<file path="src/hdl/wmf_queue.sv">
`timescale 1ns / 1ps
// ----------------------------------------------------------------------------
// wmf_queue
// Small register FIFO between the front and the back of the filter.
// ----------------------------------------------------------------------------
module wmf_queue #(
    parameter int WIDTH = 8,
    parameter int DEPTH = 2
) (
    input  logic             i_clk,
    input  logic             i_rst_n,
    input  logic             i_push,
    input  logic [WIDTH-1:0] i_data,
    output logic             o_ready,
    output logic             o_valid,
    input  logic             i_pop,
    output logic [WIDTH-1:0] o_data
);
    localparam int PTR_W = $clog2(DEPTH);
    localparam int CNT_W = $clog2(DEPTH + 1);

    logic [WIDTH-1:0] r_mem [DEPTH];
    logic [PTR_W-1:0] r_wp, r_rp;
    logic [CNT_W-1:0] r_cnt;
    logic             do_push, do_pop;

    assign o_ready = (r_cnt != CNT_W'(DEPTH));
    assign o_valid = (r_cnt != '0);
    assign o_data  = r_mem[r_rp];
    assign do_push = i_push && o_ready;
    assign do_pop  = i_pop && o_valid;

    always_ff @(posedge i_clk) begin
        if (!i_rst_n) begin
            r_wp  <= '0;
            r_rp  <= '0;
            r_cnt <= '0;
        end else begin
            if (do_push) begin
                r_wp <= (r_wp == PTR_W'(DEPTH - 1)) ? '0 : r_wp + PTR_W'(1);
            end
            if (do_pop) begin
                r_rp <= (r_rp == PTR_W'(DEPTH - 1)) ? '0 : r_rp + PTR_W'(1);
            end
            if (do_push && !do_pop) begin
                r_cnt <= r_cnt + CNT_W'(1);
            end else if (do_pop && !do_push) begin
                r_cnt <= r_cnt - CNT_W'(1);
            end
        end
    end

    always_ff @(posedge i_clk) begin
        if (do_push) begin
            r_mem[r_wp] <= i_data;
        end
    end

endmodule

</file>
<file path="config.mk">
export PLATFORM = sky130hd
export DESIGN_NAME = wmf_queue
export DESIGN_NICKNAME = d
export VERILOG_FILES = /design/src/hdl/wmf_queue.sv
export SDC_FILE = /design/constraint.sdc
export NUM_CORES = 1
export LEC_CHECK = 0
export BUFFER_PORTS_ARGS = -buffer_cell sky130_fd_sc_hd__buf_2
export CAP_MARGIN = 20
export CORE_UTILIZATION = 45
export CTS_CLUSTER_DIAMETER = 80
export DETAILED_ROUTE_END_ITERATION = 16
export PLACE_DENSITY_LB_ADDON = 0.1
export SLEW_MARGIN = 20
export SYNTH_ARGS = -nofsm -noshare
export SYNTH_HDL_FRONTEND = slang
export SYNTH_SLANG_ARGS = --single-unit
</file>
<file path="constraint.sdc">
create_clock -name i_clk -period 3.3 [get_ports i_clk]
set_input_delay 0.165 -clock i_clk [delete_from_list [all_inputs] [get_ports i_clk]]
set_output_delay 0.165 -clock i_clk [all_outputs]
set_load 0.01 [all_outputs]
</file>
# After elaboration in Yosys (flattened, before gate mapping)
# Memory sizes are Yosys's and may differ from the RTL's. A register that Yosys moved wholly into a read port is not among the register bits.
# Cells that the tools add are included.
[word_totals]
reg_bits = 4
inputBits = 12
n_memories = 1
ramBits = 16
[memory_table]
columns = ["memory", "words", "width", "rd", "rd_ports_with_merged_regs", "wr", "line", "text"]
rows = [
  ["r_mem", 2, 8, 1, 1, 1, "22", "logic [WIDTH-1:0] r_mem [DEPTH];"],
]
[op_classes]
add_sub_neg = 4
muxes = 8
reduce_logical = 8
n_eq_ne = 1
[ops]
columns = ["operator", "n"]
rows = [
  ["2-to-1 mux 1 bit", 6],
  ["logical AND 1 bit", 4],
  ["2-to-1 mux 2 bit", 2],
  ["nonzero test 2 bit", 2],
  ["adder 1 bit (second input constant)", 2],
  ["adder 2 x 1 -> 2 bit (second input constant)", 1],
  ["logical NOT 1 bit", 2],
  ["!= test 2 bit (second input constant)", 1],
  ["subtractor 2 x 1 -> 2 bit (second input constant)", 1],
]

# Depth between registers and ports, before layout
[depth]
ltp_word = 6
ltp_mapped = 6
mapped_depth_nobuf = 6

# Worst setup path after synthesis
# OpenSTA, ideal clock, no wires.
[synth_timing]
path_type = "register to register"
startpoint = "reg r_cnt[0]"
endpoint = "reg r_cnt[1]"
stages_incl_launch_ff = 6
setup_slack_ns = 1.801
t_arrival_ns = 1.429
setup_time_ns = 0.070
n_path_buf = 0
cell_sequence = "dfxtp_1 > nand2b_4 > and2_1 > ha_1 > or3_1 > a21oi_1"
[synth_between]
elab_chain_cells = 5
word_cells_on_any_way = 13
[synth_lines]
columns = ["item", "line", "text"]
rows = [
  ["start, declared", "24", "logic [CNT_W-1:0] r_cnt;"],
  ["start signal, assigned", "46", "r_cnt <= r_cnt + CNT_W'(1);"],
  ["start signal, assigned", "48", "r_cnt <= r_cnt - CNT_W'(1);"],
  ["!= test 2 bit *", "27", "assign o_ready = (r_cnt != CNT_W'(DEPTH));"],
  ["named net o_ready", "14", "output logic o_ready,"],
  ["logical AND 1 bit *", "30", "assign do_push = i_push && o_ready;"],
  ["logical NOT 1 bit", "47", "end else if (do_pop && !do_push) begin"],
  ["logical AND 1 bit", "47", ""],
  ["nonzero test 2 bit (no source line)", "-", ""],
]
# The timed path passes the listed nets; every way through them passes the cells marked *. The select of a mux whose other input is x is not followed.
# A chain may end at the register's enable or synchronous reset.

# Final worst setup path
[layout_timing]
startpoint = "reg r_cnt[0]"
endpoint = "reg r_cnt[1]"
[layout_between]
elab_chain_cells = 5
word_cells_on_any_way = 13
[layout_lines]
columns = ["item"]
rows = [
  ["branches (longest 5 deep; another with subtractor 2 x 1 -> 2 bit)"],
]
# Several ways; the timed one is not identified. The select of a mux whose other input is x is not followed.

==> impl_summary.txt <==
----------------------------------------------------
[Setup path]
  Category of the worst setup path capture point ... flop
  Capturing element of the worst setup path ... r_cnt[1]
  Worst Setup Path Type ... flop to flop
  Launch point of the worst path ... r_cnt[0]
  Largest stage delay on the critical path ... 0.37 ns
  Endpoint of the lowest-slack register-to-register path ... r_cnt[1]
  Critical path startpoint category ... flop
  Worst EP required ... 3.53 ns
  Category of cells accounting for the largest share of critical-path delay ... simple AND/OR/NAND/NOR gates
  WP depth ... 5
  Worst-path cell chain ... nand2b_4 > and2_1 > ha_1 > or3_1 > a21oi_1
  Critical-path top delay cell ... dfxtp_1
  Worst path arrival time ... approximately 1.8 ns
  Max Fanout on Critical Path ... 5
  Reg2Reg Setup Slack ... 1.73 ns
  Buffering stage count on the worst path with inverters included ... 0
  R2r startpoint ... r_cnt[0]
  Number of cells traversed by the worst register-to-register path ... 5

[Logic synthesis]
  Count of distinct cell types in the synthesized netlist ... 17
  Post-Syn Instances ... 50
  Number of warning messages in the yosys log ... 0
  Total of flip-flops plus latches after synthesis ... 21
  Sequential area share after synthesis ... between 70% and 80%
  Average cell area after synthesis ... 16.2 um^2
  Number of nets in the synthesized netlist ... between 60 and 70
  Synthesized cell area ... 810 um^2

[Global routing]
  Antenna violations before repair ... 0
  Wire length of the first global-routing pass ... 1880 um
  Remaining global-route overflow ... 0
  Via count of the first global-routing pass ... 466
  Pin count of the biggest net entering global routing ... 13
  Tot GR Track Use ... about 13%

[STA]
  Endpoints failing setup ... 0
  Least-Margin Pin Slew ... 0.383 ns
  Final Max Tran Viols ... 0
  Highest achievable clock rate ... 0.638 GHz
  Period utilisation layout ... 47.5%
  Worst clock skew on the final layout ... 0.00704 ns
  Unrepaired setup endpoints after global routing ... false
  Total negative slack ... 0 ns
  Period minus WS final ... 1.57 ns
  Worst slew margin relative to its limit ... 74.5%
  Hold Vio Cnt, Final ... 0

[Pwr]
  Power density over cell area ... 716 nW/um^2
  Switching power ... 0.202 mW
  Relative contribution of combinational cells to total power ... 30.1%
  Peak ir drop on the vdd network ... 0.478 mV
  Switching fraction of total power ... slightly below 30%
  Static leakage power ... 0.390 nW
  Part of the power in the clock network ... about 17%
  Final total power ... 0.693 mW
  Internal Power ... 0.491 mW
  Fraction of power consumed by sequential logic ... 53.3%

[Route]
  Total wire length after detailed routing ... between 1000 and 1500 um
  Met3 routed WL ... roughly 54 um
  Routed vias ... 459
  Routed metal-1 wirelength ... 510 um
  Average routed wire per standard cell ... 11.4 um
  Met2 wirelength from detailed routing ... 549 um
  Detailed-router iteration count before antenna repair ... 2
  Number of antenna-violating nets in the routed design ... 0
  Vias per cell ... 4.68
  DRC violations left ... 0
  Initial drt markers ... 2
  Top Layer Used ... met3

[Flow run]
  Number of violations of the max-capacitance limit ... 0

[Layout]
  Share of cells above drive strength 1 ... 48.6%
  Final core utilization ... approximately 61%
  Fillers ... 138
  Post-layout nets ... 88
  Final Cell Area ... 967 um^2
  Area delta synth->final ... 19.5%
  Antenna diode count ... 0

[Floorplanning]
  Top-Level Pins ... 22
  Die Area ... 1970 um^2
  Floorplan die height ... 44.4 um
  Row Count ... 14
  Standard cell core area ... 1590 um^2
  Starting density of the core ... 50.8%
  Die width ... 44.4 um

[Clock tree]
  Cells resized by post-CTS repair ... 0
  Clock transition time at the flip-flop clock pins of the worst setup and hold paths ... 0.11 ns
  Number of buffers created by CTS ... 3
  TritonCTS clock tree ... yes
  Num Clock Sinks ... 21
  Number of H-tree branching levels ... 1
  Deepest clock path buffer count ... 2
  Clock latency on the worst-skew pair ... 0.29 ns
  Root Driver ... clkbuf_4
  Post-CTS setup buffers ... 0
  Cts-stage hold buffer count ... 0

[Placement]
  Final HPWL DP ... 869 um
  Placed standard-cell area ... roughly 940 um^2
  Total of buffers placed on input and output ports ... 21
  Placer Congestion ... around 0.70

[Outcome]
  Run status ... finished, final reports clean

[Hold path]
  Worst min-delay path category ... input port to flop

----------------------------------------------------
[per-layer routing]
metal | up-vias | GRT usage [%]
li1 | 231 | -
met5 | - | 0
met2 | 16 | 22.9
met4 | 0 | 1.82
met1 | 212 | 16.6
met3 | 0 | 5.31
[registers in the layout, indices dropped and copies added, names as in the netlist, named ones only]
signal,count
r_wp,1
r_mem,16
r_cnt,2
r_rp,1
[cell type report]
cell class	instances	area, um^2	share of cell area (%)
clock buffers	3	22.5	2.33
well taps	24	30.0	3.10
inverters	2	7.51	0.776
multi-input cells	26	216	22.4
repair buffers	21	105	10.9
flip-flops and latches	21	581	60.0
clock inverters	1	5.00	0.517
[power by group through the flow]
stage                     combinational (mW)  clock [mW]  sequential, mW
after global routing                   0.232       0.133           0.376
after global placement                 0.208           0           0.376
final                                  0.208       0.115           0.369
after detailed placement               0.210           0           0.377
after CTS                              0.212       0.122           0.371
after floorplan                        0.161           0           0.359
[kinds of logic (layout without fill, tap and decap cells)]
logic type | Yosys count | count (layout) | share of synthesized area (%)
flops | 21 | 21 | 71.7
compound gates | 5 | 5 | 3.71
mux | 8 | 8 | 11.1
simple gates | 9 | 9 | 7.11
buf+inv | 3 | 27 | 1.55
xor+xnor | 3 | 3 | 3.25
fa+ha+maj | 1 | 1 | 1.55
[worst min-delay path by stage]
stage	from	to	slack, ns	depth (start not counted)
after CTS	i_data[2]	r_mem[0][2]	0.04	1
after global placement	i_data[5]	r_mem[0][5]	0.35	1
after detailed placement	i_data[5]	r_mem[0][5]	0.36	1
final	i_data[5]	r_mem[1][5]	0.05	1
after floorplan	i_data[0]	r_mem[0][0]	0.26	0
after global routing	i_data[3]	r_mem[0][3]	0.03	1
[Yosys cell counts (all sizes together)]
library cell	number	share of area, %
edfxtp	16	59
mux2	8	11
dfxtp	5	12
nor2	3	1.4
xor2	3	3.2
a21oi	2	1.2
inv	2	0.93
o21ai	2	1.2
a21bo	1	1.2
and2	1	0.77
and3	1	0.77
buf	1	0.62
ha	1	1.5
nand2b	1	1.7
nand3b	1	0.93
or2	1	0.77
or3	1	0.77
[cells in the final DEF (no fill, tap or decap)]
cell      count
buf_2        21
edfxtp_1     16
mux2_2        8
dfxtp_1       5
xor2_1        3
nor2_1        3
clkbuf_4      3
inv_1         2
o21ai_0       2
a21oi_1       2
or2_2         1
nand2b_4      1
and2_1        1
and3_1        1
nand3b_1      1
a21bo_2       1
or3_1         1
ha_1          1
clkinv_2      1
[metrics by stage]
step / hold WS, ns / setup slack (ns) / cells
final: 0.0527 / 1.73 / 98
after global routing: 0.0303 / 1.61 / 98
after CTS: 0.0438 / 1.72 / 98
after detailed placement: 0.357 / 1.75 / 94
after global placement: 0.353 / 1.78 / 94
after floorplan: 0.264 / 1.80 / 50
Note: power is estimated with default switching activity, not from simulation.
