## src/hdl/wmf_pkg.sv

```systemverilog
`timescale 1ns / 1ps
// ----------------------------------------------------------------------------
// wmf_pkg
// Shared widths, register map and types of the weighted median filter.
// ----------------------------------------------------------------------------
package wmf_pkg;

    localparam int SMP_W       = 16;
    localparam int WT_W        = 16;
    localparam int PROD_W      = 32;
    localparam int SEEN_W      = 3;
    localparam int TAPS_W      = 3;
    localparam int HALF_W      = 2;
    localparam int NUM_WEIGHTS = 7;
    localparam int WIDX_W      = 3;
    localparam int ADDR_W      = 5;
    localparam int DATA_W      = 32;

    // register indexes (byte address is four times the index)
    localparam logic [WIDX_W-1:0] REG_ACTIVE_TAPS = 3'd0;
    localparam logic [WIDX_W-1:0] REG_WEIGHT_0    = 3'd1;

    localparam logic [TAPS_W-1:0] ACTIVE_TAPS_RST = 3'd5;
    localparam logic [WT_W-1:0]   WEIGHT_RST      = 16'd4096;

    typedef logic signed [SMP_W-1:0]  t_smp;
    typedef logic signed [WT_W-1:0]   t_wt;
    typedef logic signed [PROD_W-1:0] t_prod;

    // control that travels with one median job
    typedef struct packed {
        logic [HALF_W-1:0] h;
        logic              last;
    } t_job_ctl;

endpackage

```

## src/hdl/wmf_front.sv

```systemverilog
`timescale 1ns / 1ps
// ----------------------------------------------------------------------------
// wmf_front
// Takes sample beats, keeps the window and turns completed windows into median jobs.
// ----------------------------------------------------------------------------
module wmf_front #(
    parameter int MAX_TAPS = 7
) (
    input  logic                                     i_clk,
    input  logic                                     i_rst_n,
    input  logic                                     i_valid,
    output logic                                     o_ready,
    input  logic [wmf_pkg::SMP_W-1:0]                i_sample_in,
    input  logic                                     i_end_of_stream,
    input  logic [wmf_pkg::HALF_W-1:0]               i_h,
    output logic                                     o_job_valid,
    input  logic                                     i_job_ready,
    output logic [MAX_TAPS-1:0][wmf_pkg::SMP_W-1:0]  o_job_smp,
    output wmf_pkg::t_job_ctl                        o_job_ctl
);
    import wmf_pkg::*;

    logic [MAX_TAPS-1:0][SMP_W-1:0] r_window, n_window;
    logic [SEEN_W-1:0]              r_seen, n_seen, seen_base;
    logic                           r_pend, n_pend;
    logic                           r_eos, n_eos;
    logic [HALF_W-1:0]              r_skip, n_skip;
    logic [HALF_W-1:0]              r_jobs, n_jobs;
    logic [HALF_W-1:0]              d0;
    logic                           push, fin, accept;

    always_ff @(posedge i_clk) begin
        if (!i_rst_n) begin
            r_seen <= '0;
            r_pend <= 1'b0;
            r_eos  <= 1'b0;
            r_skip <= '0;
            r_jobs <= '0;
        end else begin
            r_seen <= n_seen;
            r_pend <= n_pend;
            r_eos  <= n_eos;
            r_skip <= n_skip;
            r_jobs <= n_jobs;
        end
    end

    always_ff @(posedge i_clk) begin
        r_window <= n_window;
    end

    always_comb begin
        push        = r_pend && (r_skip == '0) && i_job_ready;
        fin         = push && (r_jobs == '0);
        o_ready     = !r_pend || fin;
        accept      = i_valid && o_ready;
        o_job_valid = r_pend && (r_skip == '0);
        o_job_smp   = r_window;
        o_job_ctl.h    = i_h;
        o_job_ctl.last = r_eos && (r_jobs == '0);

        seen_base = (fin && r_eos) ? '0 : r_seen;
        d0 = (seen_base < SEEN_W'(i_h)) ? seen_base[HALF_W-1:0] : i_h;

        n_window = r_window;
        n_seen   = seen_base;
        n_pend   = r_pend;
        n_eos    = r_eos;
        n_skip   = r_skip;
        n_jobs   = r_jobs;

        // flushing: repeat the last sample to move the centre one step on
        if (r_pend && ((r_skip != '0) || (push && !fin))) begin
            n_window = {r_window[MAX_TAPS-2:0], r_window[0]};
        end
        if (r_skip != '0) begin
            n_skip = r_skip - HALF_W'(1);
        end
        if (push && !fin) begin
            n_jobs = r_jobs - HALF_W'(1);
        end
        if (fin) begin
            n_pend = 1'b0;
        end

        if (accept) begin
            // first beat of a stream fills every tap, so older taps repeat it
            if (seen_base == '0) begin
                n_window = {MAX_TAPS{i_sample_in}};
            end else begin
                n_window = {r_window[MAX_TAPS-2:0], i_sample_in};
            end
            if (seen_base < SEEN_W'(MAX_TAPS)) begin
                n_seen = seen_base + SEEN_W'(1);
            end
            if (i_end_of_stream) begin
                n_pend = 1'b1;
                n_eos  = 1'b1;
                n_skip = i_h - d0;
                n_jobs = d0;
            end else if (seen_base >= SEEN_W'(i_h)) begin
                n_pend = 1'b1;
                n_eos  = 1'b0;
                n_skip = '0;
                n_jobs = '0;
            end else begin
                n_pend = 1'b0;
                n_eos  = 1'b0;
            end
        end
    end

endmodule

```

## config.mk

```make
export PLATFORM = sky130hd
export DESIGN_NAME = wmf_front
export DESIGN_NICKNAME = d
export VERILOG_FILES = /design/src/hdl/wmf_pkg.sv /design/src/hdl/wmf_front.sv
export SDC_FILE = /design/constraint.sdc
export NUM_CORES = 1
export LEC_CHECK = 0
export ABC_CLOCK_PERIOD_IN_PS = 7790
export BUFFER_PORTS_ARGS = -buffer_cell sky130_fd_sc_hd__buf_2
export CAP_MARGIN = 20
export CORE_MARGIN = 3
export CORE_UTILIZATION = 30
export CTS_CLUSTER_DIAMETER = 30
export DETAILED_ROUTE_END_ITERATION = 16
export SYNTH_ARGS = -nofsm -noshare
export SYNTH_HDL_FRONTEND = slang
export SYNTH_SLANG_ARGS = --single-unit
```

## constraint.sdc

```tcl
create_clock -name i_clk -period 7.79 [get_ports i_clk]
set_input_delay 0.779 -clock i_clk [delete_from_list [all_inputs] [get_ports i_clk]]
set_output_delay 0.779 -clock i_clk [all_outputs]
set_load 0.01 [all_outputs]
```

### Word level (Yosys, flattened, before mapping)

Cells that the tools add are included.
Widths: inputs -> output; s select.

* bits in registers: 121
* input port bits: 23
* word-level logic and storage cells: 57

* $add $sub $neg: 4
* magnitude comparators: 3
* mux-type cells: 20
* reductions and logical operators: 18

Operator list (number)
* $mux 112: 3
* $mux 2: 9
* $mux 3: 3
* $logic_and 1x1->1: 8
* $reduce_bool 2->1: 3
* $mux 1: 5
* $logic_not 2->1: 2
* $sub 2x1->2 const B: 2
* $add 3x1->3 const B: 1
* $ge 3x2->1: 1
* $logic_not 3->1: 1
* $lt 3x2->1: 1
* $lt 3x3->1 const B: 1
* $logic_not 1->1: 2
* $logic_or 1x1->1: 2
* $sub 2x2->2: 1

### Longest topological paths before layout

* depth in word-level cells: 11
* gate-level depth with buffers: 15

### Worst setup path before layout

OpenSTA, ideal clock, no wires.

* path type: input port to flip-flop
* from: input i_valid
* to: register r_window, in the netlist o_job_smp[100], enable pin
* setup time: 583 ps
* arrival: 5512 ps
* path slack: 1695 ps
* cell stages on the path: 2
* cells stage by stage: o22ai_1 -> a21oi_1

* word-level cells in the longest chain between the ends: 2

RTL lines
* from (decl): RTL line wmf_front.sv:11 `input logic i_valid,`
* $logic_and 1x1->1: RTL line wmf_front.sv:56 `accept = i_valid && o_ready;`
* $reduce_bool 2->1 (no source line)
* to (signal assigned): RTL line wmf_front.sv:49 `r_window <= n_window;`
* to (decl): RTL line wmf_front.sv:23 `logic [MAX_TAPS-1:0][SMP_W-1:0] r_window, n_window;`

Every way passes these cells.
A chain may end at the register's enable or synchronous reset.

### Final worst setup path

* from: register r_jobs[0]
* to: register r_skip[1]

* word-level cells in the longest chain between the ends: 9
* elaborated cells on any way between the ends: 13
* those cells by class: add/sub (1); order compare (2); mux (5); reduce/logical (5)

RTL lines
* from (decl): RTL line wmf_front.sv:28 `logic [HALF_W-1:0] r_jobs, n_jobs;`
* from (signal assigned): RTL line wmf_front.sv:44 `r_jobs <= n_jobs;`
* $logic_not 2->1 (*): RTL line wmf_front.sv:54 `fin = push && (r_jobs == '0);`
* $logic_and 1x1->1 (*): RTL line wmf_front.sv:54
* $logic_and 1x1->1: RTL line wmf_front.sv:62 `seen_base = (fin && r_eos) ? '0 : r_seen;`
* $mux 3: RTL line wmf_front.sv:62
* $lt 3x2->1: RTL line wmf_front.sv:63 `d0 = (seen_base < SEEN_W'(i_h)) ? seen_base[HALF_W-1:0] : i_h;`
* $mux 2: RTL line wmf_front.sv:63
* $sub 2x2->2: RTL line wmf_front.sv:99 `n_skip = i_h - d0;`
* $mux 2: RTL line wmf_front.sv:96 `if (i_end_of_stream) begin`
* $mux 2 (*): RTL line wmf_front.sv:86 `if (accept) begin`
* to (signal assigned): RTL line wmf_front.sv:43 `r_skip <= n_skip;`
* to (decl): RTL line wmf_front.sv:27 `logic [HALF_W-1:0] r_skip, n_skip;`

Mark *: on every way between the ends. The rest lies on a longest branch, timed or not.

==> flow_metrics.py <==
metrics = {
    "global_route": {
        "grt_max_degree": 97,
        "grt_pass1_wl_um": 18120,
        "grt.total_usage_pct": 11.88,
        "grt_pass1_vias": 3224,
        "grt_overflow": 0,
        "antenna_found_initial": 0,
    },
    "worst_setup_path": {
        "crit_top_cell": "ha_1",
        "worstReg2RegStart": "r_jobs[0]",
        "worstPathArrival_ns": 3.50,
        "critPathTopFamily": "simple AND/OR/NAND/NOR gates",
        "reg2reg_depth": 14,
        "timing.critical_path.to_type": "flop",
        "r2r_end": "r_skip[1]",
        "critical_path.max_stage_delay_ns": 0.30,
        "cp-start-kind": "flop",
        "crit_type": "flop to flop",
        "path_buf_inv": 2,
        "crit_path_max_fanout": 10,
        "regToRegSetupSlack_ns": 4.62,
        "critPathRequiredTime_ns": 8.12,
        "path_cells": "inv_1 > ha_1 > and2_1 > nand4_2 > and2_1 > ha_1 > a21o_1 > a21o_1 > a32oi_1 > inv_1 > ha_1 > nor4b_1 > o211ai_1 > a31oi_1",
        "slowest_stage": "dfxtp_1",
    },
    "yosys": {
        "synth_nets": 384,
        "synth_ff_type": "edfxtp_1",
        "netlist_instances": 357,
        "synth_seq_cells": 121,
        "syn_area_um2": 5231,
        "synth-edff-count": 112,
        "yosysUniqueCellTypes": 42,
        "postSynthAreaPerCell_um2": 14.65,
        "synthArstFlopShare_pct": 0,
        "yosysWarnings": 0,
        "seq_area_frac_synth_pct": 67.73,
    },
    "worst_hold_path": {
        "hold_depth": 2,
        "hold_end": "r_eos",
        "hp-start": "r_eos",
        "hold_class": "flop to flop",
    },
    "power": {
        "switching_share_pct": 26.39,
        "p_int_mw": 1.450,
        "cellPowerDensity_nw_per_um2": 299.8,
        "total_power_mw": 1.970,
        "seq_power_share_pct": 44.9,
        "p_switching_mw": 0.5200,
        "ir_worst_vdd_uv": 141.9,
        "p_comb_share_pct": 16.6,
        "p_clk_share_pct": 38.6,
        "p_leak_nw": 3.100,
    },
    "die": {
        "start_util_pct": 31.10,
        "fp.dieW_um": 138.1,
        "io_pins": 140,
        "core_um2": 16820,
        "dieArea_um2": 19060,
        "num_rows": 47,
        "dieHeight_um": 138.1,
    },
    "run_status": {
        "status": "finished clean",
    },
    "sta": {
        "holdWs_ns": 0.4841,
        "period_needed_ns": 3.172,
        "worstMarginPinSlew_ns": 0.9564,
        "relSlewSlack_pct": 36.24,
        "finalHoldViolations": 0,
        "maxSlewViolCount": 0,
        "rsz0062_at_grt": "no",
        "max_freq_ghz": 0.3153,
        "finalClockSkew_ns": 0.007729,
        "setup_tns_ns": 0,
        "min_period_over_period_pct": 40.72,
        "setup_viol": 0,
    },
    "cells_and_area": {
        "fill_cells": 1656,
        "multi_input_area_um2": 1421,
        "final_core_util_pct": 39.08,
        "area_growth_syn_to_layout_pct": 25.64,
        "antenna_cells": 0,
        "area.sequential_um2": 3543,
        "final_nets": 511,
        "layout-drive-gt1-share_pct": 38.63,
    },
    "routing": {
        "drt-initial-drc-count": 199,
        "wl_um": 11390,
        "firstDrtPassIters": 4,
        "wl_per_cell_um": 15.88,
        "drt-met1-wl_um": 5180,
        "dr.max_layer_used": "met4",
        "vias": 3299,
        "wl_met2_um": 5421,
        "drc": 0,
        "ant_nets": 0,
        "viasPerCell": 4.601,
        "met3WireLength_um": 661,
    },
    "clock_tree": {
        "h-tree-depth": 4,
        "cts_tree": "yes",
        "clock-sinks": 121,
        "postCtsSetupBuffers": 0,
        "clk_pin_slew_ns": 0.06,
        "root_buffer": "clkbuf_16",
        "insertion_delay_ns": 0.40,
        "numCtsBuffers": 17,
        "cts-resized-gates": 0,
        "hold_buffers": 0,
        "clockBufferDepth": 2,
    },
    "job": {
        "cap_viol_max_count": 0,
    },
    "placed_design": {
        "io_buffers": 139,
        "dp_hpwl_um": 7684,
        "place_congestion": 0.7464,
    },
}
## flip-flops by register name, summed over array words and instances (netlist names)
signal	cells
r_pend	1
r_seen	3
r_skip	2
r_jobs	2
r_eos	1
o_job_smp	112
## power by group through the flow
stage / logic (mW) / clock network [mW] / registers (mW)
after global routing: 0.359 / 0.815 / 0.895
after global placement: 0.326 / 0 / 0.893
after floorplan: 0.168 / 0 / 0.946
after CTS: 0.335 / 0.785 / 0.885
final: 0.327 / 0.760 / 0.884
after detailed placement: 0.334 / 0 / 0.898
## worst register-to-register path: stages (launching register included)
cell      delay [ns]
dfxtp_1         0.30
inv_1           0.08
ha_1            0.19
and2_1          0.17
nand4_2         0.29
and2_1          0.30
ha_1            0.29
a21o_1          0.22
a21o_1          0.19
a32oi_1         0.20
inv_1           0.07
ha_1            0.23
nor4b_1         0.29
o211ai_1        0.14
a31oi_1         0.14
## layout by cell type (no fill, tap or decap), types with 4 or more instances in the layout
cell,instances
a21o_1,99
clkbuf_16,17
and2_4,10
edfxtp_1,112
nand2_1,8
ha_1,4
clkinv_4,4
nor2_1,4
and2_1,21
inv_1,10
clkinv_2,5
dfxtp_1,9
buf_2,139
a21oi_1,4
## kinds of logic (layout without fill, tap and decap cells)
logic type / count (synthesis) / count (layout) / share of synthesized area (%)
AO/OA/AOI/OAI: 124 / 124 / 17.79
flip-flops: 121 / 121 / 67.74
AND/OR/NAND/NOR: 63 / 63 / 7.893
buffers and inverters: 44 / 184 / 5.453
adder cells (fa/ha/maj): 4 / 4 / 0.9567
XOR/XNOR: 1 / 1 / 0.1675
## Yosys cell counts, types with 4 or more instances
master | instances | area [um2]
and2_1 | 21 | 131.4
a21oi_1 | 5 | 25.02
nor2_1 | 4 | 15.01
nand2_1 | 8 | 30.03
inv_1 | 10 | 37.54
buf_6 | 13 | 146.4
a21o_1 | 100 | 750.7
clkbuf_1 | 8 | 30.03
edfxtp_1 | 112 | 3363
ha_1 | 4 | 50.05
dfxtp_1 | 9 | 180.2
and2_4 | 10 | 87.58
buf_2 | 10 | 50.05
## how the worst max path moves through the flow
stage,start,slack [ns],to,depth (start not counted)
6_report,r_jobs[0],4.62,r_skip[1],14
5_1_grt,r_jobs[0],4.38,r_skip[1],14
4_1_cts,r_jobs[0],4.62,r_skip[1],14
3_5_place_dp,i_job_ready,4.44,r_skip[1],12
3_3_place_gp,i_job_ready,4.62,r_skip[1],12
2_1_floorplan,i_valid,1.69,o_job_smp[100],2
## cell type report
class	count	area share [%]
clock inverters	15	2.322
multi-input cells	192	21.63
repair buffers	141	10.81
well taps	220	4.188
flip-flops and latches	121	53.91
clock buffers	17	6.472
inverters	11	0.6663
## layer usage
layer / GRT usage [%] / vias to the layer above
met5: 0 / -
li1: - / 1574
met4: 3.432 / 0
met3: 4.765 / 10
met2: 18.63 / 100
met1: 15.29 / 1615
## through the flow
step                area, um2  cells  setup slack, ns
CTS                      6573    717            4.619
global route             6573    717            4.380
finish                   6573    717            4.618
global placement         5995    685            4.619
detailed placement       5995    685            4.440
floorplan                5231    357            1.695
(Power assumes the default switching activity.)
