## src/hdl/wmf_pkg.sv

```systemverilog
`timescale 1ns / 1ps
// ----------------------------------------------------------------------------
// wmf_pkg
// Shared widths, register map and types of the weighted median filter.
// ----------------------------------------------------------------------------
package wmf_pkg;

    localparam int SMP_W       = 16;
    localparam int WT_W        = 16;
    localparam int PROD_W      = 32;
    localparam int SEEN_W      = 3;
    localparam int TAPS_W      = 3;
    localparam int HALF_W      = 2;
    localparam int NUM_WEIGHTS = 7;
    localparam int WIDX_W      = 3;
    localparam int ADDR_W      = 5;
    localparam int DATA_W      = 32;

    // register indexes (byte address is four times the index)
    localparam logic [WIDX_W-1:0] REG_ACTIVE_TAPS = 3'd0;
    localparam logic [WIDX_W-1:0] REG_WEIGHT_0    = 3'd1;

    localparam logic [TAPS_W-1:0] ACTIVE_TAPS_RST = 3'd5;
    localparam logic [WT_W-1:0]   WEIGHT_RST      = 16'd4096;

    typedef logic signed [SMP_W-1:0]  t_smp;
    typedef logic signed [WT_W-1:0]   t_wt;
    typedef logic signed [PROD_W-1:0] t_prod;

    // control that travels with one median job
    typedef struct packed {
        logic [HALF_W-1:0] h;
        logic              last;
    } t_job_ctl;

endpackage

```

## src/hdl/wmf_regs.sv

```systemverilog
`timescale 1ns / 1ps
// ----------------------------------------------------------------------------
// wmf_regs
// APB register file: window length and the seven tap weights.
// ----------------------------------------------------------------------------
module wmf_regs #(
    parameter int MAX_TAPS = 7
) (
    input  logic                                               i_clk,
    input  logic                                               i_rst_n,
    input  logic                                               psel,
    input  logic                                               penable,
    input  logic                                               pwrite,
    input  logic [wmf_pkg::ADDR_W-1:0]                         paddr,
    input  logic [wmf_pkg::DATA_W-1:0]                         pwdata,
    output logic [wmf_pkg::DATA_W-1:0]                         prdata,
    output logic                                               pready,
    output logic [wmf_pkg::NUM_WEIGHTS-1:0][wmf_pkg::WT_W-1:0] o_weight,
    output logic [wmf_pkg::HALF_W-1:0]                         o_h
);
    import wmf_pkg::*;

    logic [TAPS_W-1:0]                 r_active_taps;
    logic [NUM_WEIGHTS-1:0][WT_W-1:0]  r_weight;
    logic [WIDX_W-1:0]                 reg_idx;
    logic                              wr_en;
    logic [TAPS_W:0]                   win_len;

    assign pready  = 1'b1;
    assign reg_idx = paddr[ADDR_W-1:2];
    assign wr_en   = psel && penable && pwrite && pready;

    always_ff @(posedge i_clk) begin
        if (!i_rst_n) begin
            r_active_taps <= ACTIVE_TAPS_RST;
            r_weight      <= {NUM_WEIGHTS{WEIGHT_RST}};
        end else if (wr_en) begin
            if (reg_idx == REG_ACTIVE_TAPS) begin
                r_active_taps <= pwdata[TAPS_W-1:0];
            end else begin
                r_weight[WIDX_W'(reg_idx - REG_WEIGHT_0)] <= pwdata[WT_W-1:0];
            end
        end
    end

    always_comb begin
        if (reg_idx == REG_ACTIVE_TAPS) begin
            prdata = {{(DATA_W-TAPS_W){1'b0}}, r_active_taps};
        end else begin
            prdata = {{(DATA_W-WT_W){1'b0}}, r_weight[WIDX_W'(reg_idx - REG_WEIGHT_0)]};
        end
    end

    // odd window length, limited to the lanes that exist
    always_comb begin
        win_len = {1'b0, r_active_taps} | (TAPS_W+1)'(1);
        if (win_len > (TAPS_W+1)'(MAX_TAPS)) begin
            win_len = (TAPS_W+1)'(MAX_TAPS);
        end
        if (!win_len[0]) begin
            win_len = win_len - (TAPS_W+1)'(1);
        end
    end

    assign o_h      = win_len[HALF_W:1];
    assign o_weight = r_weight;

endmodule

```

## config.mk

```make
export PLATFORM = sky130hd
export DESIGN_NAME = wmf_regs
export DESIGN_NICKNAME = d
export VERILOG_FILES = /design/src/hdl/wmf_pkg.sv /design/src/hdl/wmf_regs.sv
export SDC_FILE = /design/constraint.sdc
export NUM_CORES = 1
export LEC_CHECK = 0
export BUFFER_PORTS_ARGS = -buffer_cell sky130_fd_sc_hd__buf_4
export CAP_MARGIN = 10
export CORE_MARGIN = 4
export CORE_UTILIZATION = 45
export CTS_CLUSTER_SIZE = 28
export DETAILED_ROUTE_END_ITERATION = 8
export GPL_ROUTABILITY_DRIVEN = 0
export PLACE_DENSITY_LB_ADDON = 0.08
export SETUP_SLACK_MARGIN = 0.02
export SYNTH_ARGS = -nofsm -noshare
export SYNTH_HDL_FRONTEND = slang
export SYNTH_SLANG_ARGS = --single-unit
```

## constraint.sdc

```tcl
create_clock -name i_clk -period 2.6 [get_ports i_clk]
set_clock_uncertainty 0.15 [all_clocks]
set_input_delay 0.39 -clock i_clk [delete_from_list [all_inputs] [get_ports i_clk]]
set_output_delay 0.39 -clock i_clk [all_outputs]
set_load 0.02 [all_outputs]
```

# Word level (Yosys, flattened, before mapping)
# Index checks and enable logic that the tools add are counted.
classes:
  bitwise: 1
  magnitude_cmp: 3
  reduce_logical: 6
  n_addsub: 2
  mux: 8
ops:
  columns: ["op", "n"]
  rows:
  - ["112-bit bitwise mux", 1]
  - ["16-bit binary-select mux with 3-bit select", 1]
  - ["16-bit demux with 3-bit select", 1]
  - ["16-bit two-way mux", 3]
  - ["3-bit two-way mux", 2]
  - ["3-bit by 1-bit subtractor with 3-bit output, second input constant", 2]
  - ["3-bit by 4-bit < comparator with 1-bit output, second input constant", 1]
  - ["2-bit AND reduction", 2]
  - ["3-bit by 1-bit >= comparator with 1-bit output, second input constant", 1]
  - ["3-bit > comparator, second input constant", 1]
  - ["1-bit logical AND", 3]
  - ["3-bit logical NOT", 1]
  - ["1-bit inverter", 1]
totals:
  reg_bits: 115
  out_inout_bits: 147
  elab_cells: 28
  in_bits: 42

# Longest topological paths before layout
# Gate-level depths: netlist (run 1).
depth:
  word_depth: 6
  ltp_mapped: 9
  ltp_nobuf: 6

# Worst setup path before layout (run 1)
# OpenSTA, ideal clock, no wires.
synth_timing:
  kind: "input -> output"
  start: "input paddr[2] (netlist bit)"
  end: "output prdata[5] (netlist bit)"
  required_ns: 2.060
  arrival_time_ns: 2.258
  n_path_buf: 3
  slack_ns: -0.198
  path_stages: 8
  cell_sequence: "buf_6 -> inv_2 -> ha_1 -> xnor2_1 -> clkbuf_1 -> clkbuf_1 -> a221oi_1 -> nor3_1"
synth_via:
  elab_chain_cells: 4
  word_cells_on_any_way: 5
  classes_between: "add/sub (1); mux (3); reduce/logical (1)"
synth_lines:
  columns: ["element", "line", "rtl"]
  rows:
  - ["start, declared", "wmf_regs.sv:14", "input logic [wmf_pkg::ADDR_W-1:0] paddr,"]
  - ["3-bit by 1-bit subtractor with 3-bit output", "wmf_regs.sv:50", "prdata = {{(DATA_W-WT_W){1'b0}}, r_weight[WIDX_W'(reg_idx - REG_WEIGHT_0)]};"]
  - ["16-bit binary-select mux with 3-bit select", "wmf_regs.sv:50", null]
  - ["16-bit two-way mux (implied by the code)", "wmf_regs.sv:50", null]
  - ["16-bit two-way mux *", "wmf_regs.sv:47", "if (reg_idx == REG_ACTIVE_TAPS) begin"]
  - ["end, declared", "wmf_regs.sv:16", "output logic [wmf_pkg::DATA_W-1:0] prdata,"]
# Mark *: on every way between the ends. The rest lies on a longest branch, timed or not. The select of a mux whose other input is x is not followed.

# Worst setup path after layout (run 1)
layout_timing:
  start: "input paddr[2] (netlist bit)"
  end: "output prdata[12] (netlist bit)"
# Same word-level chain as after synthesis.

==> results of run 1 <==
## report_power, final
part | internal, mW | total [mW] | leakage [nW] | switching, mW
sequential | 1.78 | 1.79 | 0.927 | 0.0128
clock | 1.43 | 2.17 | 0.272 | 0.746
combinational | 0.226 | 0.558 | 2.25 | 0.332
total | 3.43 | 4.52 | 3.45 | 1.09
## worst min-delay path: cells and delay by family
| family | cells | cell delay (ns) |
|---|---|---|
| AND/OR/NAND/NOR | 1 | 0.06 |
| multiplexers | 1 | 0.06 |
| buffers and inverters | 1 | 0.08 |
## cells in the mapped netlist (3+ instances only)
cell / count / area share (%)
a221o_1: 3 / 0.56
a221oi_1: 13 / 2.1
buf_2: 7 / 0.65
buf_4: 24 / 3.4
clkbuf_1: 23 / 1.6
dfxtp_1: 115 / 43
mux2_2: 32 / 6.7
mux2i_1: 114 / 21
mux4_1: 4 / 2.0
mux4_2: 4 / 1.7
nand2_1: 130 / 9.1
nor2_1: 7 / 0.49
nor2b_1: 10 / 1.2
nor3_1: 14 / 1.3
o21ai_0: 6 / 0.56
o22ai_1: 8 / 0.93
## stage by stage
stage	power (mW)	setup slack, ns	util (%)	hold slack [ns]	TNS (ns)
6_report	4.52	0.0737	65.5	0.0728	0
5_1_grt	4.68	0.00240	65.5	0.0737	0
4_1_cts	4.54	0.0133	64.8	0.0573	0
3_5_place_dp	2.34	-0.217	58.9	0.309	-1.85
3_3_place_gp	2.34	-0.192	58.9	0.304	-1.55
2_1_floorplan	2.15	0.0426	-	0.291	0
## sequential cells by signal, indices dropped and copies added, names as in the netlist
register       count
r_active_taps      3
o_weight         112
## cell type report
type                            count  area [sq um]  area share, %
Sequential cell                   115          2300           30.5
Inverter                            2          12.5          0.166
Multi-Input combinational cell    379          2980           39.6
Timing Repair Buffer              190          1510           20.0
Tap cell                          143           179           2.37
Clock inverter                      4          47.5          0.631
Clock buffer                       26           509           6.75
## cell families (layout without fill, tap and decap cells)
| group | Yosys count | in the layout | synth area share [%] |
|---|---|---|---|
| xor+xnor | 2 | 2 | 0.327 |
| flops | 115 | 115 | 43.0 |
| compound gates | 32 | 32 | 4.37 |
| simple gates | 172 | 172 | 13.5 |
| buf+inv | 61 | 222 | 6.61 |
| mux | 154 | 154 | 31.7 |
| fa+ha+maj | 2 | 2 | 0.467 |
| other cells | 2 | 17 | 0.140 |
## routing by layer
layer	GRT usage [%]	vias to the layer above	part of all wire (%)
li1	-	2176	-
met1	30.3	2248	42
met2	40.0	203	49
met3	6.94	28	7.6
met4	8.87	0	1.9
met5	0	-	0
## worst min path at each step
stage	startpoint	slack (ns)	endpoint	cells after the start
final	pwdata[0]	0.07	r_active_taps[0]	3
after global routing	pwdata[0]	0.07	r_active_taps[0]	3
after CTS	pwdata[0]	0.06	r_active_taps[0]	3
after detailed placement	o_weight[84]	0.31	o_weight[84]	2
after global placement	o_weight[29]	0.30	o_weight[29]	2
after floorplan	r_active_taps[0]	0.29	r_active_taps[0]	2
## timing repair
action | CTS | global route
setup buffers | 4 | 1
cloned | 1 | 0
resized for setup | 11 | 26
setup endpoints to repair | 16 | 16
pin swaps | 2 | 5
==> results.json, run 1 <==
{
  "avgRoutedWirePerCell_um": 19.4,
  "synth-edff-count": 0,
  "cts_num_sinks": 115,
  "hold_path_class": "in -> reg",
  "arrival_ns": 1.99,
  "postRouteAntennaNets": 0,
  "cts-buffers-inserted": 17,
  "hold_buffers": 0,
  "cp_slowest_stage_delay_ns": 0.53,
  "crit_required_ns": 2.06,
  "pin_count": 189,
  "clk_latency_ns": 0.40,
  "via_per_inst": 5.42,
  "p_leak_nw": 3.45,
  "wirelength_um": 16700,
  "place_hpwl_um": 11400,
  "powerDensity_nw_per_um2": 600,
  "synth_top_flop_cell": "dfxtp_1",
  "r2r-end": "o_weight[60]",
  "start_kind": "input port",
  "crit_top_cell": "buf_6",
  "relSlewSlack_pct": 59.2,
  "yosysUniqueCellTypes": 34,
  "port_buffers": 153,
  "hold_violations": 0,
  "postPlaceCellArea_sq_um": 6790,
  "fin_crit_ns": 2.53,
  "grt_pass1_wl_um": 25000,
  "cts_tree": "yes",
  "finalNonFillerCells": 859,
  "async_reset_ff_share_pct": 0,
  "grt_pass1_vias": 4647,
  "worstReg2RegStart": "o_weight[60]",
  "die_h_um": 117,
  "nFillCells": 929,
  "yosysSeqAreaShare_pct": 43.0,
  "h-tree-depth": 4,
  "cp_num_cells": 9,
  "synth_area_per_cell_sq_um": 9.92,
  "min_period_over_period_pct": 97.2,
  "drt_iter0_drc": 290,
  "design_area_sq_um": 7540,
  "ys_warn_count": 0,
  "rsz0062_at_grt": "yes",
  "drc": 0,
  "clk_pin_slew_ns": 0.05,
  "r2r_slack_ns": 1.63,
  "ff2ff_path_depth": 3,
  "syn_inst": 540,
  "overflow": 0,
  "clock_path_buffers": 2,
  "grt_max_degree": 131,
  "critPathBufInv": 5,
  "post-place-cells": 825,
  "cp_slowest_cell": "mux4_2",
  "mostFrequentLayoutCell": "buf_4",
  "critPathCaptureType": "output port",
  "crit_end": "prdata[12]",
  "grt_usage_pct": 24.3,
  "drv_cap": 0,
  "first_pass_iters": 5,
  "start_util_pct": 46.5,
  "core_area_sq_um": 11500,
  "die_w_um": 117,
  "max_freq_mhz": 396,
  "peakVddDrop_uv": 349,
  "crit_start": "paddr[2]",
  "critPathTopFamily": "buffers and inverters",
  "rows": 39,
  "die_area_sq_um": 13700,
  "layout-drive-gt1-share_pct": 40.5,
  "maxSlewViolCount": 0,
  "worst_pin_slew_ns": 0.611,
  "setup_viol": 0,
  "area_growth_pct": 40.7,
  "diodes": 0,
  "crit_path_max_fanout": 26,
  "fin_nets": 749,
  "path_cells": "buf_6 > inv_4 > ha_4 > buf_6 > buf_12 > mux4_2 > nor2_1 > nor3_2 > buf_4",
  "antenna_found_initial": 0,
  "outcome": "completed",
  "ys_seq_elements": 115,
  "cts-root-buf": "clkbuf_16",
  "worstSetupPathType": "in -> out",
  "syn_area_sq_um": 5360,
  "final_cell_mix": "buf_4 (178), nand2_1 (128), dfxtp_1 (115), mux2i_1 (114), mux2_2 (29)",
  "vias": 4655
}
(Power assumes the default switching activity.)
==> run 2, diff against run 1 <==
Settings changed: CORE_ASPECT_RATIO from default to 0.75, CORE_UTILIZATION 45 to 50.
Clock period 2.6 ns to 2.51 ns, I/O delays scaled along.
==> run 2 against run 1 <==
Register-to-register slack got worse by 0.13 ns. Largest power group unchanged. Count of clock-buffer cells in the layout down 4. Largest cell class unchanged. Die area shrank 9.2%. Hold slack worse by 0.018 ns. Core utilization grew 9.1 points. Setup slack worse by 0.011 ns. Via count down 0.39%. Sequential power grew 4%. First-iteration DRC count increased by 14%. Global-route usage is 2.2 points higher.
==> results.json, run 2 (same netlist as run 1, synthesis figures left out) <==
{
  "crit_path_max_fanout": 8,
  "avgRoutedWirePerCell_um": 19.7,
  "drt_iter0_drc": 331,
  "worstSetupPathType": "in -> out",
  "first_pass_iters": 5,
  "worstReg2RegStart": "o_weight[60]",
  "path_cells": "buf_6 > inv_6 > ha_4 > xor2_4 > clkbuf_16 > mux2_4 > o22ai_4 > nor3_2 > buf_4",
  "clk_latency_ns": 0.40,
  "hold_violations": 0,
  "grt_usage_pct": 26.5,
  "place_hpwl_um": 11300,
  "start_util_pct": 51.7,
  "core_area_sq_um": 10400,
  "critPathTopFamily": "buffers and inverters",
  "start_kind": "input port",
  "ff2ff_path_depth": 3,
  "hold_end": "r_active_taps[2]",
  "cts-root-buf": "clkbuf_16",
  "gr-usage-met1_pct": 34.0,
  "use_met2_pct": 43.4,
  "cts_num_sinks": 115,
  "cp_slowest_cell": "mux2_4",
  "arrival_ns": 1.92,
  "crit_start": "paddr[2]",
  "cts-buffers-inserted": 17,
  "vias": 4637,
  "powerDensity_nw_per_um2": 661,
  "critPathBufInv": 4,
  "layout-drive-gt1-share_pct": 41.2,
  "h-tree-depth": 4,
  "maxSlewViolCount": 0,
  "fin_nets": 753,
  "area_growth_pct": 44.3,
  "rows": 32,
  "max_freq_mhz": 409,
  "final_cell_mix": "buf_4 (179), nand2_1 (129), dfxtp_1 (115), mux2i_1 (114), mux2_2 (30)",
  "setup_viol": 0,
  "relSlewSlack_pct": 62.1,
  "grt_pass1_vias": 4761,
  "via_per_inst": 5.41,
  "crit_required_ns": 1.98,
  "r2r-end": "o_weight[60]",
  "r2r_slack_ns": 1.50,
  "die_w_um": 128,
  "largest_register_ffs": 112,
  "clock_path_buffers": 2,
  "p_leak_nw": 3.54,
  "grt_use_met3_pct": 6.43,
  "die_area_sq_um": 12500,
  "grt_most_used_layer": "met2",
  "min_period_over_period_pct": 97.5,
  "grt_pass1_wl_um": 25900,
  "pin_count": 189,
  "overflow": 0,
  "min_from": "pwdata[2]",
  "outcome": "completed",
  "design_area_sq_um": 7730,
  "rsz0062_at_grt": "no",
  "clk_pin_slew_ns": 0.05,
  "diodes": 0,
  "hold_path_class": "in -> reg",
  "drv_cap": 0,
  "fin_setup_tns_ns": 0,
  "cts_tree": "yes",
  "antenna_found_initial": 0,
  "fin_crit_ns": 2.45,
  "worst_pin_slew_ns": 0.567,
  "grt_max_degree": 88,
  "die_h_um": 97.6,
  "peakVddDrop_uv": 555,
  "drc": 0,
  "post-place-cells": 824,
  "postRouteAntennaNets": 0,
  "wirelength_um": 16900,
  "finalNonFillerCells": 857,
  "mostFrequentLayoutCell": "buf_4",
  "postPlaceCellArea_sq_um": 6890,
  "critPathCaptureType": "output port",
  "port_buffers": 153,
  "cp_slowest_stage_delay_ns": 0.32,
  "holdPathStages": 3
}
==> run 2: cell types whose count changed in the layout (fill, tap and decap cells not counted), moves of 2 or more <==
cell,change
buf_12,+6
buf_6,-4
bufinv_16,+4
o21ai_0,-3
clkbuf_1,-2
clkbuf_8,-2
inv_4,-2
inv_6,+2
o21ai_1,+2
o22ai_2,-2
==> run 2: final cells by class <==
| type | count | area [sq um] |
|---|---|---|
| Clock buffer | 22 | 474 |
| Clock inverter | 9 | 176 |
| Fill cell | 724 | 2640 |
| Inverter | 2 | 17.5 |
| Multi-Input combinational cell | 379 | 2980 |
| Sequential cell | 115 | 2300 |
| Tap cell | 136 | 170 |
| Timing Repair Buffer | 194 | 1610 |
==> run 2: per-layer routing <==
layer / up-vias / wire length (um)
met5: - / 0
met4: 0 / 163
met1: 2264 / 7210
li1: 2178 / -
met2: 179 / 8210
met3: 16 / 1280
==> run 2: worst max path at each step <==
stage	cells after the start	slack [ns]	end
5_1_grt	9	0.001	prdata[9]
3_5_place_dp	8	-0.19	prdata[0]
3_3_place_gp	8	-0.18	prdata[15]
4_1_cts	9	-0.02	prdata[1]
2_1_floorplan	8	-0.02	prdata[5]
6_report	9	0.06	prdata[9]
==> run 2: timing repair <==
action | 4_1_cts | 5_1_grt
gates resized for setup | 7 | 26
hold buffers | 0 | 0
hold endpoints to repair | 0 | 0
gates cloned | 0 | 1
setup buffers | 0 | 1
setup endpoints to repair | 16 | 16
pin swaps | 1 | 4
==> run 2: report_power, final <==
part           internal [mW]  total, mW  switching, mW
registers               1.84       1.86         0.0132
clock network           1.83       2.65          0.816
logic                  0.255      0.602          0.347
total                   3.93       5.11           1.18
==> run 2: stage by stage <==
step | power [mW] | worst slack, ns | utilization (%) | hold slack (ns)
3_3_place_gp | 2.43 | -0.178 | 66.4 | 0.305
6_report | 5.11 | 0.0631 | 74.6 | 0.0552
4_1_cts | 5.09 | -0.0207 | 73.0 | 0.0441
5_1_grt | 5.25 | 0.00150 | 74.6 | 0.0618
2_1_floorplan | 2.23 | -0.0204 | - | 0.291
3_5_place_dp | 2.44 | -0.194 | 66.4 | 0.312
==> run 2: worst register-to-register path, cell delays in order (launching register included) <==
cell	delay, ns
dfxtp_1	0.33
nand2b_1	0.15
a21oi_1	0.16
a21oi_1	0.07
